### src/rtl/kasd_pkg.sv
// ----------------------------------------------------------------------------
// kasd_pkg
// Shared widths, register reset values and configuration register indexes
// for the knob averaging, smoothing and deadband block.
// ----------------------------------------------------------------------------
package kasd_pkg;

  localparam int unsigned CHANNELS_DEF    = 3;
  localparam int unsigned AVG_SAMPLES_DEF = 8;

  localparam int CH_FIELD_W = 2;
  localparam int SAMPLE_W   = 12;
  localparam int LEVEL_W    = 16;
  localparam int FRAC_W     = 4;
  localparam int MASK_W     = 3;
  localparam int FS_W       = 12;
  localparam int CFG_IDX_W  = 2;
  localparam int CFG_DATA_W = 16;

  localparam int unsigned SAMPLE_MAX = (1 << SAMPLE_W) - 1;

  localparam logic [MASK_W-1:0]  ENABLE_MASK_RST = '0;
  localparam logic [FS_W-1:0]    FULL_SCALE_RST  = 12'd3300;
  localparam logic [LEVEL_W-1:0] DEADBAND_RST    = 16'd1584;

  typedef enum logic [CFG_IDX_W-1:0] {
    REG_ENABLE_MASK = 2'd0,
    REG_FULL_SCALE  = 2'd1,
    REG_DEADBAND    = 2'd2
  } reg_idx_e;

endpackage

### src/rtl/knob_average_smooth_deadband_top.sv
// ----------------------------------------------------------------------------
// knob_average_smooth_deadband_top
// Per-channel knob conditioning: block average, clamp, exponential smoothing
// and deadband filtering, with channel state held in two small memories.
// ----------------------------------------------------------------------------
// Usage:
// Input beats carry one converter sample for one channel. Samples on a
// disabled channel are accepted and dropped. Every AVG_SAMPLES samples of a
// channel form one averaged reading; the first reading seeds the channel and
// later readings produce an output beat only when the smoothed level moves
// strictly more than the deadband away from the last emitted level.
// The block takes one input beat per cycle while the input is ready. An
// output beat passes stages 2, 3 and 4 and the output register after the
// sample that completes it is accepted. Accumulators sit in one memory read
// at accept and written from stage 1; levels sit in a second memory used
// alike, each with a one-entry bypass for same-channel back-to-back beats.
// Reset clears the configuration to its defaults and marks every channel as
// empty and unseeded. When the receiver stalls, beats that produce no output
// keep flowing; the pipeline holds only when an emitting beat reaches a full
// output register that is not being taken, and then the input is not ready.
// Config writes act at once; the user must make them while idle (unenforced).
// ----------------------------------------------------------------------------
module knob_average_smooth_deadband_top #(
  parameter int unsigned CHANNELS    = kasd_pkg::CHANNELS_DEF,
  parameter int unsigned AVG_SAMPLES = kasd_pkg::AVG_SAMPLES_DEF
) (
  input  logic                            clk_i,
  input  logic                            rst_ni,
  input  logic                            cfg_we_i,
  input  logic [kasd_pkg::CFG_IDX_W-1:0]  cfg_addr_i,
  input  logic [kasd_pkg::CFG_DATA_W-1:0] cfg_wdata_i,
  input  logic                            in_valid_i,
  output logic                            in_ready_o,
  input  logic [kasd_pkg::CH_FIELD_W-1:0] channel_i,
  input  logic [kasd_pkg::SAMPLE_W-1:0]   sample_i,
  input  logic                            read_ok_i,
  output logic                            out_valid_o,
  input  logic                            out_ready_i,
  output logic [kasd_pkg::CH_FIELD_W-1:0] out_channel_o,
  output logic [kasd_pkg::LEVEL_W-1:0]    level_o
);
  import kasd_pkg::*;

  localparam int CH_W       = (CHANNELS > 1) ? $clog2(CHANNELS) : 1;
  localparam int CNT_W      = (AVG_SAMPLES > 1) ? $clog2(AVG_SAMPLES) : 1;
  localparam int SUM_W      = $clog2(AVG_SAMPLES * SAMPLE_MAX + 1);
  localparam int ACC_W      = CNT_W + SUM_W;
  localparam int DIV_SH     = SUM_W + 6;
  localparam int MUL_W      = DIV_SH + 1;
  localparam int PROD_W     = SUM_W + MUL_W;
  localparam int MASK_EXT_W = 1 << CH_FIELD_W;
  localparam int LVL_MEM_W  = 2 * LEVEL_W;
  localparam logic [MUL_W-1:0] DIV_MUL =
    MUL_W'(((64'd1 << DIV_SH) + 64'(AVG_SAMPLES) - 64'd1) / 64'(AVG_SAMPLES));

  // Configuration registers.
  logic [MASK_W-1:0]  mask_q;
  logic [FS_W-1:0]    fs_q;
  logic [LEVEL_W-1:0] db_q;

  always_ff @(posedge clk_i or negedge rst_ni) begin
    if (!rst_ni) begin
      mask_q <= ENABLE_MASK_RST;
      fs_q   <= FULL_SCALE_RST;
      db_q   <= DEADBAND_RST;
    end else if (cfg_we_i) begin
      case (cfg_addr_i)
        REG_ENABLE_MASK: mask_q <= cfg_wdata_i[MASK_W-1:0];
        REG_FULL_SCALE:  fs_q   <= cfg_wdata_i[FS_W-1:0];
        REG_DEADBAND:    db_q   <= cfg_wdata_i[LEVEL_W-1:0];
        default: ;
      endcase
    end
  end

  logic en;
  logic in_fire;
  logic ch_on;
  logic [MASK_EXT_W-1:0] mask_ext;
  logic [CH_W-1:0] in_ch;

  assign in_ready_o = en;
  assign in_fire    = in_valid_i && en;
  assign mask_ext   = MASK_EXT_W'(mask_q);
  assign in_ch      = CH_W'(channel_i);
  assign ch_on      = mask_ext[channel_i] && (32'(channel_i) < 32'(CHANNELS));

  // Accumulator memory and stage 1.
  logic [ACC_W-1:0] acc_mem [CHANNELS];
  logic [CHANNELS-1:0] acc_vld_q;
  logic [ACC_W-1:0] acc_rd_q;
  logic acc_rdv_q;

  logic s1_vld_q;
  logic [CH_W-1:0] s1_ch_q;
  logic [SAMPLE_W-1:0] s1_smp_q;
  logic afw_vld_q;
  logic [CH_W-1:0] afw_ch_q;
  logic [ACC_W-1:0] afw_data_q;

  logic [ACC_W-1:0] acc_old;
  logic [SUM_W-1:0] sum_n;
  logic [CNT_W:0]   cnt_n;
  logic done;
  logic [ACC_W-1:0] acc_wr;

  always_comb begin
    if (afw_vld_q && afw_ch_q == s1_ch_q) begin
      acc_old = afw_data_q;
    end else if (acc_rdv_q) begin
      acc_old = acc_rd_q;
    end else begin
      acc_old = '0;
    end
    sum_n  = acc_old[SUM_W-1:0] + SUM_W'(s1_smp_q);
    cnt_n  = {1'b0, acc_old[ACC_W-1:SUM_W]} + (CNT_W+1)'(1);
    done   = (cnt_n == (CNT_W+1)'(AVG_SAMPLES));
    acc_wr = done ? '0 : {cnt_n[CNT_W-1:0], sum_n};
  end

  always_ff @(posedge clk_i) begin
    if (en) begin
      acc_rd_q <= acc_mem[in_ch];
      if (s1_vld_q) begin
        acc_mem[s1_ch_q] <= acc_wr;
      end
    end
  end

  always_ff @(posedge clk_i or negedge rst_ni) begin
    if (!rst_ni) begin
      acc_vld_q <= '0;
      acc_rdv_q <= 1'b0;
      s1_vld_q  <= 1'b0;
      afw_vld_q <= 1'b0;
    end else if (en) begin
      acc_rdv_q <= acc_vld_q[in_ch];
      s1_vld_q  <= in_fire && ch_on;
      afw_vld_q <= s1_vld_q;
      if (s1_vld_q) begin
        acc_vld_q[s1_ch_q] <= 1'b1;
      end
    end
  end

  always_ff @(posedge clk_i) begin
    if (en) begin
      s1_ch_q    <= in_ch;
      s1_smp_q   <= read_ok_i ? sample_i : '0;
      afw_ch_q   <= s1_ch_q;
      afw_data_q <= acc_wr;
    end
  end

  // Stage 2: divide by the block length through a reciprocal multiply.
  logic s2_vld_q;
  logic [CH_W-1:0] s2_ch_q;
  logic [SUM_W-1:0] s2_sum_q;
  logic [PROD_W-1:0] prod;

  assign prod = PROD_W'(s2_sum_q) * PROD_W'(DIV_MUL);

  // Stage 3: clamp and scale, read the level memory.
  logic s3_vld_q;
  logic [CH_W-1:0] s3_ch_q;
  logic [SUM_W-1:0] s3_quo_q;
  logic [FS_W-1:0] avg;
  logic [FS_W-1:0] clamped;
  logic [LEVEL_W-1:0] reading;

  assign avg     = s3_quo_q[FS_W-1:0];
  assign clamped = (avg > fs_q) ? fs_q : avg;
  assign reading = LEVEL_W'(clamped) << FRAC_W;

  // Stage 4: smoothing and deadband against the stored levels.
  logic [LVL_MEM_W-1:0] lvl_mem [CHANNELS];
  logic [CHANNELS-1:0] seeded_q;
  logic [LVL_MEM_W-1:0] lvl_rd_q;
  logic lvl_rdv_q;

  logic s4_vld_q;
  logic [CH_W-1:0] s4_ch_q;
  logic [LEVEL_W-1:0] s4_rdg_q;
  logic bfw_vld_q;
  logic [CH_W-1:0] bfw_ch_q;
  logic [LVL_MEM_W-1:0] bfw_data_q;

  logic bfw_hit;
  logic s4_seeded;
  logic [LVL_MEM_W-1:0] lvl_old;
  logic [LEVEL_W-1:0] old_sm;
  logic [LEVEL_W-1:0] old_base;
  logic [LEVEL_W+1:0] ema_sum;
  logic [LEVEL_W-1:0] s4_sm;
  logic [LEVEL_W-1:0] diff;
  logic s4_emit;
  logic [LVL_MEM_W-1:0] lvl_wr;

  always_comb begin
    bfw_hit   = bfw_vld_q && bfw_ch_q == s4_ch_q;
    s4_seeded = bfw_hit || lvl_rdv_q;
    lvl_old   = bfw_hit ? bfw_data_q : lvl_rd_q;
    old_base  = lvl_old[LVL_MEM_W-1:LEVEL_W];
    old_sm    = lvl_old[LEVEL_W-1:0];
    ema_sum   = {2'b00, s4_rdg_q} + {1'b0, old_sm, 1'b0} + {2'b00, old_sm};
    s4_sm     = ema_sum[LEVEL_W+1:2];
    diff      = (s4_sm >= old_base) ? s4_sm - old_base : old_base - s4_sm;
    s4_emit   = s4_vld_q && s4_seeded && (diff > db_q);
    if (!s4_seeded) begin
      lvl_wr = {s4_rdg_q, s4_rdg_q};
    end else if (s4_emit) begin
      lvl_wr = {s4_sm, s4_sm};
    end else begin
      lvl_wr = {old_base, s4_sm};
    end
  end

  assign en = !(s4_emit && out_valid_o && !out_ready_i);

  always_ff @(posedge clk_i) begin
    if (en) begin
      lvl_rd_q <= lvl_mem[s3_ch_q];
      if (s4_vld_q) begin
        lvl_mem[s4_ch_q] <= lvl_wr;
      end
    end
  end

  always_ff @(posedge clk_i or negedge rst_ni) begin
    if (!rst_ni) begin
      s2_vld_q  <= 1'b0;
      s3_vld_q  <= 1'b0;
      s4_vld_q  <= 1'b0;
      seeded_q  <= '0;
      lvl_rdv_q <= 1'b0;
      bfw_vld_q <= 1'b0;
    end else if (en) begin
      s2_vld_q  <= s1_vld_q && done;
      s3_vld_q  <= s2_vld_q;
      s4_vld_q  <= s3_vld_q;
      lvl_rdv_q <= seeded_q[s3_ch_q];
      bfw_vld_q <= s4_vld_q;
      if (s4_vld_q) begin
        seeded_q[s4_ch_q] <= 1'b1;
      end
    end
  end

  always_ff @(posedge clk_i) begin
    if (en) begin
      s2_ch_q    <= s1_ch_q;
      s2_sum_q   <= sum_n;
      s3_ch_q    <= s2_ch_q;
      s3_quo_q   <= SUM_W'(prod >> DIV_SH);
      s4_ch_q    <= s3_ch_q;
      s4_rdg_q   <= reading;
      bfw_ch_q   <= s4_ch_q;
      bfw_data_q <= lvl_wr;
    end
  end

  // Output register.
  logic out_vld_q;
  logic [CH_FIELD_W-1:0] out_ch_q;
  logic [LEVEL_W-1:0] out_lvl_q;

  always_ff @(posedge clk_i or negedge rst_ni) begin
    if (!rst_ni) begin
      out_vld_q <= 1'b0;
    end else if (s4_emit && en) begin
      out_vld_q <= 1'b1;
    end else if (out_ready_i) begin
      out_vld_q <= 1'b0;
    end
  end

  always_ff @(posedge clk_i) begin
    if (s4_emit && en) begin
      out_ch_q  <= CH_FIELD_W'(s4_ch_q);
      out_lvl_q <= s4_sm;
    end
  end

  assign out_valid_o   = out_vld_q;
  assign out_channel_o = out_ch_q;
  assign level_o       = out_lvl_q;

  // The reciprocal multiply must give an exact quotient within sample range.
  assert property (@(posedge clk_i) disable iff (!rst_ni)
    s3_vld_q |-> (s3_quo_q >> SAMPLE_W) == '0)
    else $error("block average exceeds the sample range");

  // Emitted levels never pass the scaled sample maximum.
  assert property (@(posedge clk_i) disable iff (!rst_ni)
    out_valid_o |-> level_o <= LEVEL_W'(SAMPLE_MAX << FRAC_W))
    else $error("emitted level out of range");

  // The input is held off only behind a waiting output beat.
  assert property (@(posedge clk_i) disable iff (!rst_ni)
    !in_ready_o |-> out_valid_o && !out_ready_i)
    else $error("input stalled without a blocked output beat");

  // An emitting beat lands in the output register on the next cycle.
  assert property (@(posedge clk_i) disable iff (!rst_ni)
    s4_emit && en |=> out_valid_o && level_o == $past(s4_sm))
    else $error("emitted level lost");

endmodule
### config.mk
export PLATFORM = sky130hd
export DESIGN_NAME = knob_average_smooth_deadband_top
export DESIGN_NICKNAME = d
export VERILOG_FILES = /design/src/rtl/kasd_pkg.sv /design/src/rtl/knob_average_smooth_deadband_top.sv
export SDC_FILE = /design/constraint.sdc
export NUM_CORES = 1
export LEC_CHECK = 0
export BUFFER_PORTS_ARGS = -buffer_cell sky130_fd_sc_hd__buf_4
export CAP_MARGIN = 0
export CORE_UTILIZATION = 30
export DETAILED_ROUTE_END_ITERATION = 16
export PLACE_DENSITY = 0.5
export SYNTH_ARGS = -nofsm -noshare
export SYNTH_HDL_FRONTEND = slang
export SYNTH_SLANG_ARGS = --single-unit
### constraint.sdc
create_clock -name clk_i -period 24.9 [get_ports clk_i]
set_input_delay 2.49 -clock clk_i [delete_from_list [all_inputs] [get_ports clk_i]]
set_output_delay 2.49 -clock clk_i [all_outputs]
set_load 0.02 [all_outputs]
# After elaboration in Yosys (flattened, before gate mapping)
# Memories as Yosys holds them, arrays and structs flattened. A register that Yosys moved wholly into a read port is not among the register bits.
# Index checks and enable logic that the tools add are counted.
[op_classes]
addsub = 6
n_lt_le_gt_ge = 10
eq_ne = 5
muxes = 26
n_bitwise = 3
n_reduce_logical = 25
[op_table]
columns = ["operator", "n"]
rows = [
  ["32-bit 2-to-1 mux", 3],
  ["18-bit 2-to-1 mux", 3],
  ["16-bit subtractor", 2],
  ["16-bit by 17-bit adder with 18-bit output", 1],
  ["18-bit by 16-bit adder with 18-bit output", 1],
  ["16-bit >= comparator", 1],
  ["16-bit greater-than comparator", 1],
  ["16-bit 2-to-1 mux", 1],
  ["15-bit by 12-bit adder with 15-bit output", 1],
  ["1-bit logical AND", 13],
  ["1-bit 2-to-1 mux", 13],
  ["12-bit greater-than comparator", 1],
  ["2-bit by 3-bit < comparator with 1-bit output (second input constant)", 4],
  ["12-bit 2-to-1 mux", 1],
  ["2-bit AND reduction", 5],
  ["1-bit binary-select mux with 2-bit select", 3],
  ["3-bit bitwise OR", 2],
  ["3-bit by 1-bit adder with 4-bit output (second input constant)", 1],
  ["1-bit demux with 2-bit select", 2],
  ["2-bit == test", 2],
  ["4-bit == test (second input constant)", 1],
  ["2-bit by 1-bit >= comparator with 1-bit output (second input constant)", 2],
  ["1-bit logical NOT", 4],
  ["2-bit by 1-bit == test with 1-bit output (second input constant)", 1],
  ["other kinds (6)", 6],
]
[totals]
ff_bits = 175
ramBits = 150
word_cells = 104
memories = 2
[mem_list]
columns = ["memory", "depth", "word_bits", "rd", "rd_ports_with_merged_regs", "write_ports", "line_no", "text"]
rows = [
  ["lvl_mem", 3, 32, 1, 1, 1, "knob_average_smooth_deadband_top.sv:176", "logic [LVL_MEM_W-1:0] lvl_mem [CHANNELS];"],
  ["acc_mem", 3, 18, 1, 1, 1, "knob_average_smooth_deadband_top.sv:89", "logic [ACC_W-1:0] acc_mem [CHANNELS];"],
]

# Longest topological paths before layout
# Gate-level depths: netlist (run 1).
[depth]
word_depth = 14
mapped_depth = 35
ltp_nobuf = 30

# Worst setup path after synthesis (run 1)
# Ideal clock, no wire load.
[synth_timing]
path_type = "register to register"
from = "register s4_ch_q[0]"
to = "register acc_rd_q[0] (read register of acc_mem) (enable)"
arrival_time_ns = 17.907
t_required_ns = 23.993
setup_slack_ns = 6.086
path_stages_with_launch = 30
path_cell_list = "edfxtp_1 > xnor2_1 > nand3_1 > buf_8 > buf_2 > mux2i_1 > inv_1 > fa_1 > ha_1 > buf_6 > a21o_1 > a211o_1 > a221oi_1 > o21ai_1 > a31oi_2 > xor2_1 > ha_1 > a21o_1 > a2111oi_2 > and2_1 > a21oi_4 > buf_6 > mux2i_1 > xnor2_1 > ha_1 > a21o_1 > a21o_1 > a21oi_1 > o21ai_0 > o31ai_1"
[synth_between]
elab_chain_len = 12
elab_cells_between_ends = 16
classes_between = "4 x add/sub; 2 x order compare; 1 x eq/ne; 2 x mux; 7 x reduce/logical"
[synth_rtl]
columns = ["item", "line_no", "text"]
rows = [
  ["start: declaration", "knob_average_smooth_deadband_top.sv:182", "logic [CH_W-1:0] s4_ch_q;"],
  ["start signal: assignment", "knob_average_smooth_deadband_top.sv:255", "s4_ch_q <= s3_ch_q;"],
  ["2-bit == test (*)", "knob_average_smooth_deadband_top.sv:200", "bfw_hit = bfw_vld_q && bfw_ch_q == s4_ch_q;"],
  ["1-bit logical AND (*)", "knob_average_smooth_deadband_top.sv:200", ""],
  ["32-bit 2-to-1 mux", "knob_average_smooth_deadband_top.sv:202", "lvl_old = bfw_hit ? bfw_data_q : lvl_rd_q;"],
  ["16-bit by 17-bit adder with 18-bit output", "knob_average_smooth_deadband_top.sv:205", "ema_sum = {2'b00, s4_rdg_q} + {1'b0, old_sm, 1'b0} + {2'b00, old_sm};"],
  ["18-bit by 16-bit adder with 18-bit output", "knob_average_smooth_deadband_top.sv:205", ""],
  ["16-bit subtractor or 16-bit >= comparator (tied branches)", "knob_average_smooth_deadband_top.sv:207", "diff = (s4_sm >= old_base) ? s4_sm - old_base : old_base - s4_sm;"],
  ["16-bit 2-to-1 mux", "knob_average_smooth_deadband_top.sv:207", ""],
  ["16-bit greater-than comparator", "knob_average_smooth_deadband_top.sv:208", "s4_emit = s4_vld_q && s4_seeded && (diff > db_q);"],
  ["1-bit logical AND (*)", "knob_average_smooth_deadband_top.sv:208", ""],
  ["1-bit logical AND (*) (2 in a row)", "knob_average_smooth_deadband_top.sv:218", "assign en = !(s4_emit && out_valid_o && !out_ready_i);"],
  ["1-bit logical NOT (no line) (*)", "n/a", ""],
  ["end: declaration", "knob_average_smooth_deadband_top.sv:91", "logic [ACC_W-1:0] acc_rd_q;"],
]
# Every way passes the cells marked *; elsewhere a longest branch is shown, timed or not.
# A chain may end at the register's enable or synchronous reset.

# Worst setup path after layout (run 1)
[layout_timing]
from = "register s4_ch_q[1]"
to = "output port in_ready_o"
[layout_between]
elab_chain_len = 12
elab_cells_between_ends = 16
classes_between = "4 x add/sub; 2 x order compare; 1 x eq/ne; 2 x mux; 7 x reduce/logical"
[layout_rtl]
columns = ["item", "line_no", "text"]
rows = [
  ["2-bit == test (*)", "knob_average_smooth_deadband_top.sv:200", ""],
  ["1-bit logical AND (*)", "knob_average_smooth_deadband_top.sv:200", ""],
  ["32-bit 2-to-1 mux", "knob_average_smooth_deadband_top.sv:202", ""],
  ["16-bit by 17-bit adder with 18-bit output", "knob_average_smooth_deadband_top.sv:205", ""],
  ["18-bit by 16-bit adder with 18-bit output", "knob_average_smooth_deadband_top.sv:205", ""],
  ["16-bit subtractor or 16-bit >= comparator (tied branches)", "knob_average_smooth_deadband_top.sv:207", ""],
  ["16-bit 2-to-1 mux", "knob_average_smooth_deadband_top.sv:207", ""],
  ["16-bit greater-than comparator", "knob_average_smooth_deadband_top.sv:208", ""],
  ["1-bit logical AND (*)", "knob_average_smooth_deadband_top.sv:208", ""],
  ["1-bit logical AND (*) (2 in a row)", "knob_average_smooth_deadband_top.sv:218", ""],
  ["1-bit logical NOT (*)", "knob_average_smooth_deadband_top.sv:218", ""],
  ["end: declaration", "knob_average_smooth_deadband_top.sv:33", "output logic in_ready_o,"],
]
# Marked as above.

==> impl_metrics.env, run 1 <==
export IMPL_status="complete, but fails checks"
export IMPL_violations="design-rule violations"
export IMPL_firstDrtPassIters=10
export IMPL_chipHeight_um=247.4
export IMPL_finalSetupTns_ns=0
export IMPL_dp_cells=2157
export IMPL_synth_top_area_cell="edfxtp_1"
export IMPL_start_util_pct=30.49
export IMPL_arrival_ns=8.89
export IMPL_syn_instance_count=1358
export IMPL_clockBufferDepth=3
export IMPL_finalWeightedCongestion=0.8327
export IMPL_fin_ws_ns=13.52
export IMPL_timing_rr_end="level_o[14]"
export IMPL_hold_path_class="reg -> reg"
export IMPL_avgSynthCellArea_um2=13.30
export IMPL_internal_power_uw=1471
export IMPL_vias_per_cell=4.737
export IMPL_finalClockSkew_ns=0.01808
export IMPL_grt_usage_pct=13.58
export IMPL_synthTopCellsByCount="326 x edfxtp_1, 116 x nand2_1, 105 x inv_1"
export IMPL_dp_slack_ns=14.12
export IMPL_port_buffer_count=57
export IMPL_grt_pass1_wl_um=63310
export IMPL_hp_start="s2_sum_q[4]"
export IMPL_clkTransAtPathRegs_ns=0.06
export IMPL_reg2reg_depth=29
export IMPL_grt_start_max_net_pins=72
export IMPL_clockPowerShare_pct=25.4
export IMPL_wire_per_inst_um=18.20
export IMPL_cts_tree="done"
export IMPL_synth_area_um2=18060
export IMPL_critPathCaptureType="output port"
export IMPL_io_pins=58
export IMPL_regToRegSetupSlack_ns=15.32
export IMPL_diodes=0
export IMPL_yosys_top_cells_area="edfxtp_1 54%, ha_1 6.4%, mux2i_1 5.0%"
export IMPL_power_uw=2295
export IMPL_leakage_uw=0.008430
export IMPL_fin_crit_sh_pct=45.70
export IMPL_switchingPower_uw=823.5
export IMPL_clk_latency_ns=0.57
export IMPL_grt_ovfl_total=0
export IMPL_ys_warn_count=0
export IMPL_grt_antenna_before_repair=1
export IMPL_drt_iter0_markers=613
export IMPL_fp_coreArea_um2=59240
export IMPL_final_max_slew_viol_count=0
export IMPL_drc_errors=2
export IMPL_power_frac_comb_pct=39.4
export IMPL_synth_seq_cells=372
export IMPL_startpoint="s4_ch_q[1]"
export IMPL_final_util_pct=34.87
export IMPL_power_switching_share_pct=35.89
export IMPL_syn_nets=1502
export IMPL_ys_types=74
export IMPL_required_ns=22.41
export IMPL_fmax_mhz=87.88
export IMPL_maxCapViolations=0
export IMPL_synth_edf_count=326
export IMPL_cts_htree_levels=2
export IMPL_die_w_um=247.4
export IMPL_start_kind="flop"
export IMPL_vias=10570
export IMPL_async_flop_share_pct=12.37
export IMPL_cts_resized=0
export IMPL_r2r_start="s4_ch_q[1]"
export IMPL_clock_sinks=372
export IMPL_grt_setup_unrepaired="false"
export IMPL_ctsHoldBuffers=0
export IMPL_routed_wl_um=40610
export IMPL_yosysSeqAreaShare_pct=60.63
export IMPL_ir_drop_mv=0.05372
export IMPL_power_frac_seq_pct=35.2
export IMPL_postRouteAntennaNets=0
export IMPL_fin_crit_ns=11.38
export IMPL_grt_pass1_vias=10740
export IMPL_row_count=89
export IMPL_syn2layout_area_growth_pct=14.36
export IMPL_cts_setup_buffers=0
export IMPL_cp_endpoint="in_ready_o"
export IMPL_cts_made_buffers=41
export IMPL_tightest_slew_ns=1.041
export IMPL_hold_viol=0
export IMPL_die_area_um2=61200
export IMPL_instances_no_fill=2232
export IMPL_setup_viol=0
export IMPL_post_dp_hpwl_um=27840
export IMPL_cts_root_buffer="clkbuf_16"
export IMPL_nNetsFinal=1571
export IMPL_ys_flop_type="edfxtp_1"
export IMPL_cp_max_fo=34
export IMPL_synth_top_area_share_pct=54.19
export IMPL_layout_drive_gt1_share_pct=15.97
export IMPL_synth_most_common_cell="edfxtp_1"
export IMPL_relSlewSlack_pct=30.61
export IMPL_path_class="reg -> out"
export IMPL_powerDensity_nw_per_um2=111.1
==> area by class of cell <==
| class | instances | area, um^2 |
|---|---|---|
| fill | 5803 | 38580 |
| sequential | 372 | 10950 |
| multi-input combinational | 832 | 6499 |
| clock buffer | 55 | 1099 |
| tap | 773 | 967.2 |
| timing repair buffer | 75 | 563.0 |
| inverter | 105 | 394.1 |
| clock inverter | 20 | 183.9 |
==> power groups by stage <==
stage | clock network (uW) | registers (uW) | logic (uW)
after global placement | 0 | 819 | 897
after floorplan | 0 | 802 | 694
after CTS | 602 | 807 | 906
final | 584 | 807 | 904
after detailed placement | 0 | 819 | 900
after global routing | 627 | 813 | 1010
==> layout by cell type (no fill, tap or decap), types with 5 or more instances in the layout <==
| master | n |
|---|---|
| edfxtp_1 | 326 |
| nand2_1 | 116 |
| inv_1 | 105 |
| o21ai_0 | 103 |
| ha_1 | 92 |
| mux2i_1 | 91 |
| buf_4 | 75 |
| mux2_2 | 57 |
| clkbuf_16 | 41 |
| dfrtp_1 | 36 |
| a21oi_1 | 35 |
| a21o_1 | 30 |
| and2_1 | 30 |
| nor2_1 | 27 |
| xnor2_1 | 23 |
| nand3_1 | 23 |
| xor2_1 | 19 |
| o21a_1 | 15 |
| fa_1 | 14 |
| nand2b_1 | 13 |
| o221ai_1 | 13 |
| nor2b_1 | 12 |
| clkbuf_1 | 12 |
| dfstp_2 | 10 |
| nor3_1 | 9 |
| nand4_1 | 8 |
| a31oi_1 | 8 |
| o21ai_1 | 7 |
| clkinv_2 | 6 |
| a211oi_1 | 5 |
| a221oi_1 | 5 |
| o211ai_1 | 5 |
==> worst min-delay path by stage <==
stage,to,slack [ns],depth (start not counted)
6_report,s3_quo_q[1],0.42,0
5_1_grt,s3_quo_q[10],0.43,0
4_1_cts,s3_quo_q[1],0.42,0
3_5_place_dp,s3_quo_q[1],0.40,0
3_3_place_gp,s3_quo_q[11],0.40,0
2_1_floorplan,s3_quo_q[0],0.40,0
==> per-layer routing <==
layer	global-route usage (%)	part of all wire, %	up-vias
met5	0	0.030	-
met1	17.70	46	5247
met4	3.501	1.5	2
met3	2.195	2.8	51
li1	-	-	5136
met2	23.33	50	137
==> stage by stage <==
stage / hold slack, ns / area, um^2
floorplan: 0.4003 / 18060
global placement: 0.4008 / 19380
detailed placement: 0.4045 / 19380
CTS: 0.4186 / 20660
global route: 0.4271 / 20660
finish: 0.4185 / 20660
==> flip-flops by register name (all words and copies together) (netlist names), 12 cells and up <==
signal,flops
s1_smp_q,12
acc_mem,54
db_q,16
afw_data_q,18
s2_sum_q,12
acc_rd_q,18
s3_quo_q,12
level_o,16
s4_rdg_q,12
bfw_data_q,32
lvl_mem,96
lvl_rd_q,32
fs_q,12
==> critical path: stages, from the launching register on <==
cell      delay, ns
edfxtp_1       0.52
xnor2_1        0.22
nand3_2        0.09
buf_4          0.47
mux2i_1        0.35
inv_1          0.10
fa_1           0.47
ha_1           0.42
a21o_1         0.23
a211o_1        0.30
a221oi_1       0.21
o21ai_1        0.15
a31oi_2        0.23
xor2_1         0.40
ha_1           0.34
and2_1         0.25
o21ai_0        0.10
a221o_1        0.37
a21oi_4        0.53
mux2i_1        0.29
xor2_1         0.20
ha_1           0.27
a21o_1         0.16
a21o_1         0.16
a21oi_1        0.14
o21ai_0        0.33
o31ai_4        0.70
buf_4          0.27
==> cell families after synthesis <==
family	synth area share [%]
flops	60.63
xor+xnor	2.126
fa+ha+maj	7.924
simple gates	7.224
compound gates	9.808
buf+inv	3.692
mux	8.595
No activity file was read; power rests on OpenSTA's default activity.
==> run 2, diff against run 1 <==
Settings changed: ABC_AREA from default to 1.
Clock period 24.9 ns to 11.5 ns, I/O delays scaled along.
==> run 2 against run 1 <==
Compared with the run above:
- the flow now finishes without violations
- final area up 3.1%
- flip-flop and latch count unchanged
- sequential power up 120%
- area after synthesis up 2.5%
- non-clock buffer count down 3
- worst setup slack worse by 12 ns
- via count up 21%
- sequential share of layout area down 1.6 points
- die area up 2.5%
- final cell count up 24%
==> impl_metrics.env, run 2 <==
export IMPL_cts_resized=0
export IMPL_drc_errors=0
export IMPL_min_to="s3_quo_q[4]"
export IMPL_dpl_instance_area_um2=19850
export IMPL_finalClockSkew_ns=0.03336
export IMPL_finalSetupTns_ns=0
export IMPL_post_dp_hpwl_um=33720
export IMPL_avgSynthCellArea_um2=9.864
export IMPL_synth_top_area_cell="edfxtp_1"
export IMPL_ys_warn_count=0
export IMPL_clkTransAtPathRegs_ns=0.06
export IMPL_powerDensity_nw_per_um2=269.9
export IMPL_vias=12790
export IMPL_reg2reg_depth=33
export IMPL_io_pins=58
export IMPL_grt_pass1_vias=12890
export IMPL_syn_instance_count=1878
export IMPL_port_buffer_count=57
export IMPL_yosys_top_cells_area="edfxtp_1 53%, nand2_1 9.8%, ha_1 6.2%"
export IMPL_postRouteAntennaNets=0
export IMPL_fp_coreArea_um2=60700
export IMPL_path_class="reg -> out"
export IMPL_grt_usage_pct=15.46
export IMPL_firstDrtPassIters=5
export IMPL_tightest_slew_ns=1.032
export IMPL_fmax_mhz=103.7
export IMPL_diodes=0
export IMPL_grt_start_max_net_pins=62
export IMPL_cts_setup_buffers=0
export IMPL_timing_rr_end="lvl_rd_q[1]"
export IMPL_regMostFlops="lvl_mem"
export IMPL_maxCapViolations=0
export IMPL_r2r_start="s4_ch_q[0]"
export IMPL_ys_flop_type="edfxtp_1"
export IMPL_cts_tree="done"
export IMPL_largest_reg_flops=96
export IMPL_clk_latency_ns=0.59
export IMPL_grt_antenna_before_repair=0
export IMPL_syn_nets=2022
export IMPL_cp_max_fo=44
export IMPL_cp_slowest_cell="clkinv_1"
export IMPL_max_stage_delay_ns=0.68
export IMPL_hold_path_class="reg -> reg"
export IMPL_ir_drop_mv=0.1209
export IMPL_hold_viol=0
export IMPL_ctsHoldBuffers=0
export IMPL_nNetsFinal=2087
export IMPL_status="completed"
export IMPL_critPathCaptureType="output port"
export IMPL_crit_top_cell="nand2_1"
export IMPL_multi_input_area_um2=6375
export IMPL_wire_per_inst_um=17.46
export IMPL_regToRegSetupSlack_ns=2.38
export IMPL_start_util_pct=30.52
export IMPL_synthTopCellsByCount="484 x nand2_1, 326 x edfxtp_1, 260 x inv_1"
export IMPL_synth_top_area_share_pct=52.85
export IMPL_ys_types=41
export IMPL_async_flop_share_pct=12.37
export IMPL_yosysSeqAreaShare_pct=59.13
export IMPL_row_count=90
export IMPL_synth_seq_cells=372
export IMPL_vias_per_cell=4.636
export IMPL_layout_common_cells="484 x nand2_1, 326 x edfxtp_1, 260 x inv_1"
export IMPL_fillers=6121
export IMPL_layout_drive_gt1_share_pct=8.397
export IMPL_relSlewSlack_pct=31.01
export IMPL_die_area_um2=62750
export IMPL_final_area_um2=21300
export IMPL_required_ns=10.35
export IMPL_synth_area_um2=18520
export IMPL_cts_made_buffers=42
export IMPL_hp_start="s2_sum_q[7]"
export IMPL_ff_latch_area_um2=10950
export IMPL_worstHoldPathCells=0
export IMPL_cts_root_buffer="clkbuf_16"
export IMPL_largestRegisters="lvl_mem x96, acc_mem x54"
export IMPL_finalWeightedCongestion=0.8757
export IMPL_final_max_slew_viol_count=0
export IMPL_startpoint="s4_ch_q[0]"
export IMPL_chipHeight_um=250.5
export IMPL_mostFrequentLayoutCell="nand2_1"
export IMPL_fin_crit_sh_pct=83.87
export IMPL_synth_most_common_cell="nand2_1"
export IMPL_grt_ovfl_total=0
export IMPL_cts_htree_levels=2
export IMPL_die_w_um=250.5
export IMPL_synth_edf_count=326
export IMPL_fin_hold_ws_ns=0.4183
export IMPL_drt_iter0_markers=782
export IMPL_setup_viol=0
export IMPL_routed_wl_um=48170
export IMPL_leakage_uw=0.009414
export IMPL_grt_setup_unrepaired="false"
export IMPL_clockBufferDepth=3
export IMPL_syn2layout_area_growth_pct=14.97
export IMPL_arrival_ns=8.50
export IMPL_clock_sinks=372
export IMPL_start_kind="flop"
export IMPL_fin_crit_ns=9.646
export IMPL_grt_pass1_wl_um=74740
==> run 2: cell types whose count changed in the layout (fill, tap and decap cells not counted), moves of 72 or more <==
cell / previous run / this run
a21oi_1: 35 / 173
nor2_1: 27 / 130
mux2i_1: 91 / 3
inv_1: 105 / 260
nand3_1: 23 / 95
nand2_1: 116 / 484
==> run 2: kinds of logic after synthesis <==
kind of cell             synth area share [%]
multiplexers                           0.1621
buffers and inverters                   6.538
adder cells (fa/ha/maj)                 7.727
AO/OA/AOI/OAI                           8.335
XOR/XNOR                                1.608
AND/OR/NAND/NOR                         16.50
flip-flops                              59.13
==> run 2: worst max path at each step <==
stage | to | cells after the start
final | in_ready_o | 34
after detailed placement | s1_smp_q[2] | 33
after global placement | s1_smp_q[5] | 33
after floorplan | acc_rd_q[0] | 33
after global routing | in_ready_o | 34
after CTS | in_ready_o | 34
==> run 2: per-layer routing <==
metal  global-route usage, %  part of all wire, %  vias up  wire (um)
met2                   26.13                   48      219      22940
met4                   4.715                  2.5        0       1198
li1                        -                    -     6345          -
met1                   20.16                   46     6157      22060
met3                   2.629                  4.1       71       1967
met5                       0                    0        -          0
==> run 2: layout make-up <==
type                            count  share of cell area [%]
Clock buffer                       58                   5.411
Clock inverter                     20                   1.410
Inverter                          266                   4.688
Multi-Input combinational cell   1189                   29.93
Sequential cell                   372                   51.43
Tap cell                          782                   4.594
Timing Repair Buffer               72                   2.538
==> run 2: worst max-delay path: cells and delay by family (launching register included) <==
kind,cells,cell delay [ns]
fa+ha+maj,4,1.59
compound gates,3,0.98
flops,1,0.48
buf+inv,8,2.07
simple gates,19,2.78
==> run 2: through the flow <==
| stage | instances | util [%] | worst slack, ns | total power (uW) |
|---|---|---|---|---|
| 6_report | 2759 | 35.09 | 1.854 | 5749 |
| 4_1_cts | 2759 | 35.09 | 1.854 | 5773 |
| 3_3_place_gp | 2681 | 32.70 | 2.544 | 4312 |
| 3_5_place_dp | 2681 | 32.70 | 2.453 | 4333 |
| 5_1_grt | 2759 | 35.09 | 1.222 | 6183 |
| 2_1_floorplan | 1878 | - | 1.147 | 3555 |
==> run 2: power by group <==
part | total [uW] | switching, uW | leakage, uW | internal, uW
Clock | 1410 | 565 | 0.000694 | 845
Combinational | 2550 | 1750 | 0.00497 | 796
Sequential | 1790 | 75.4 | 0.00375 | 1720
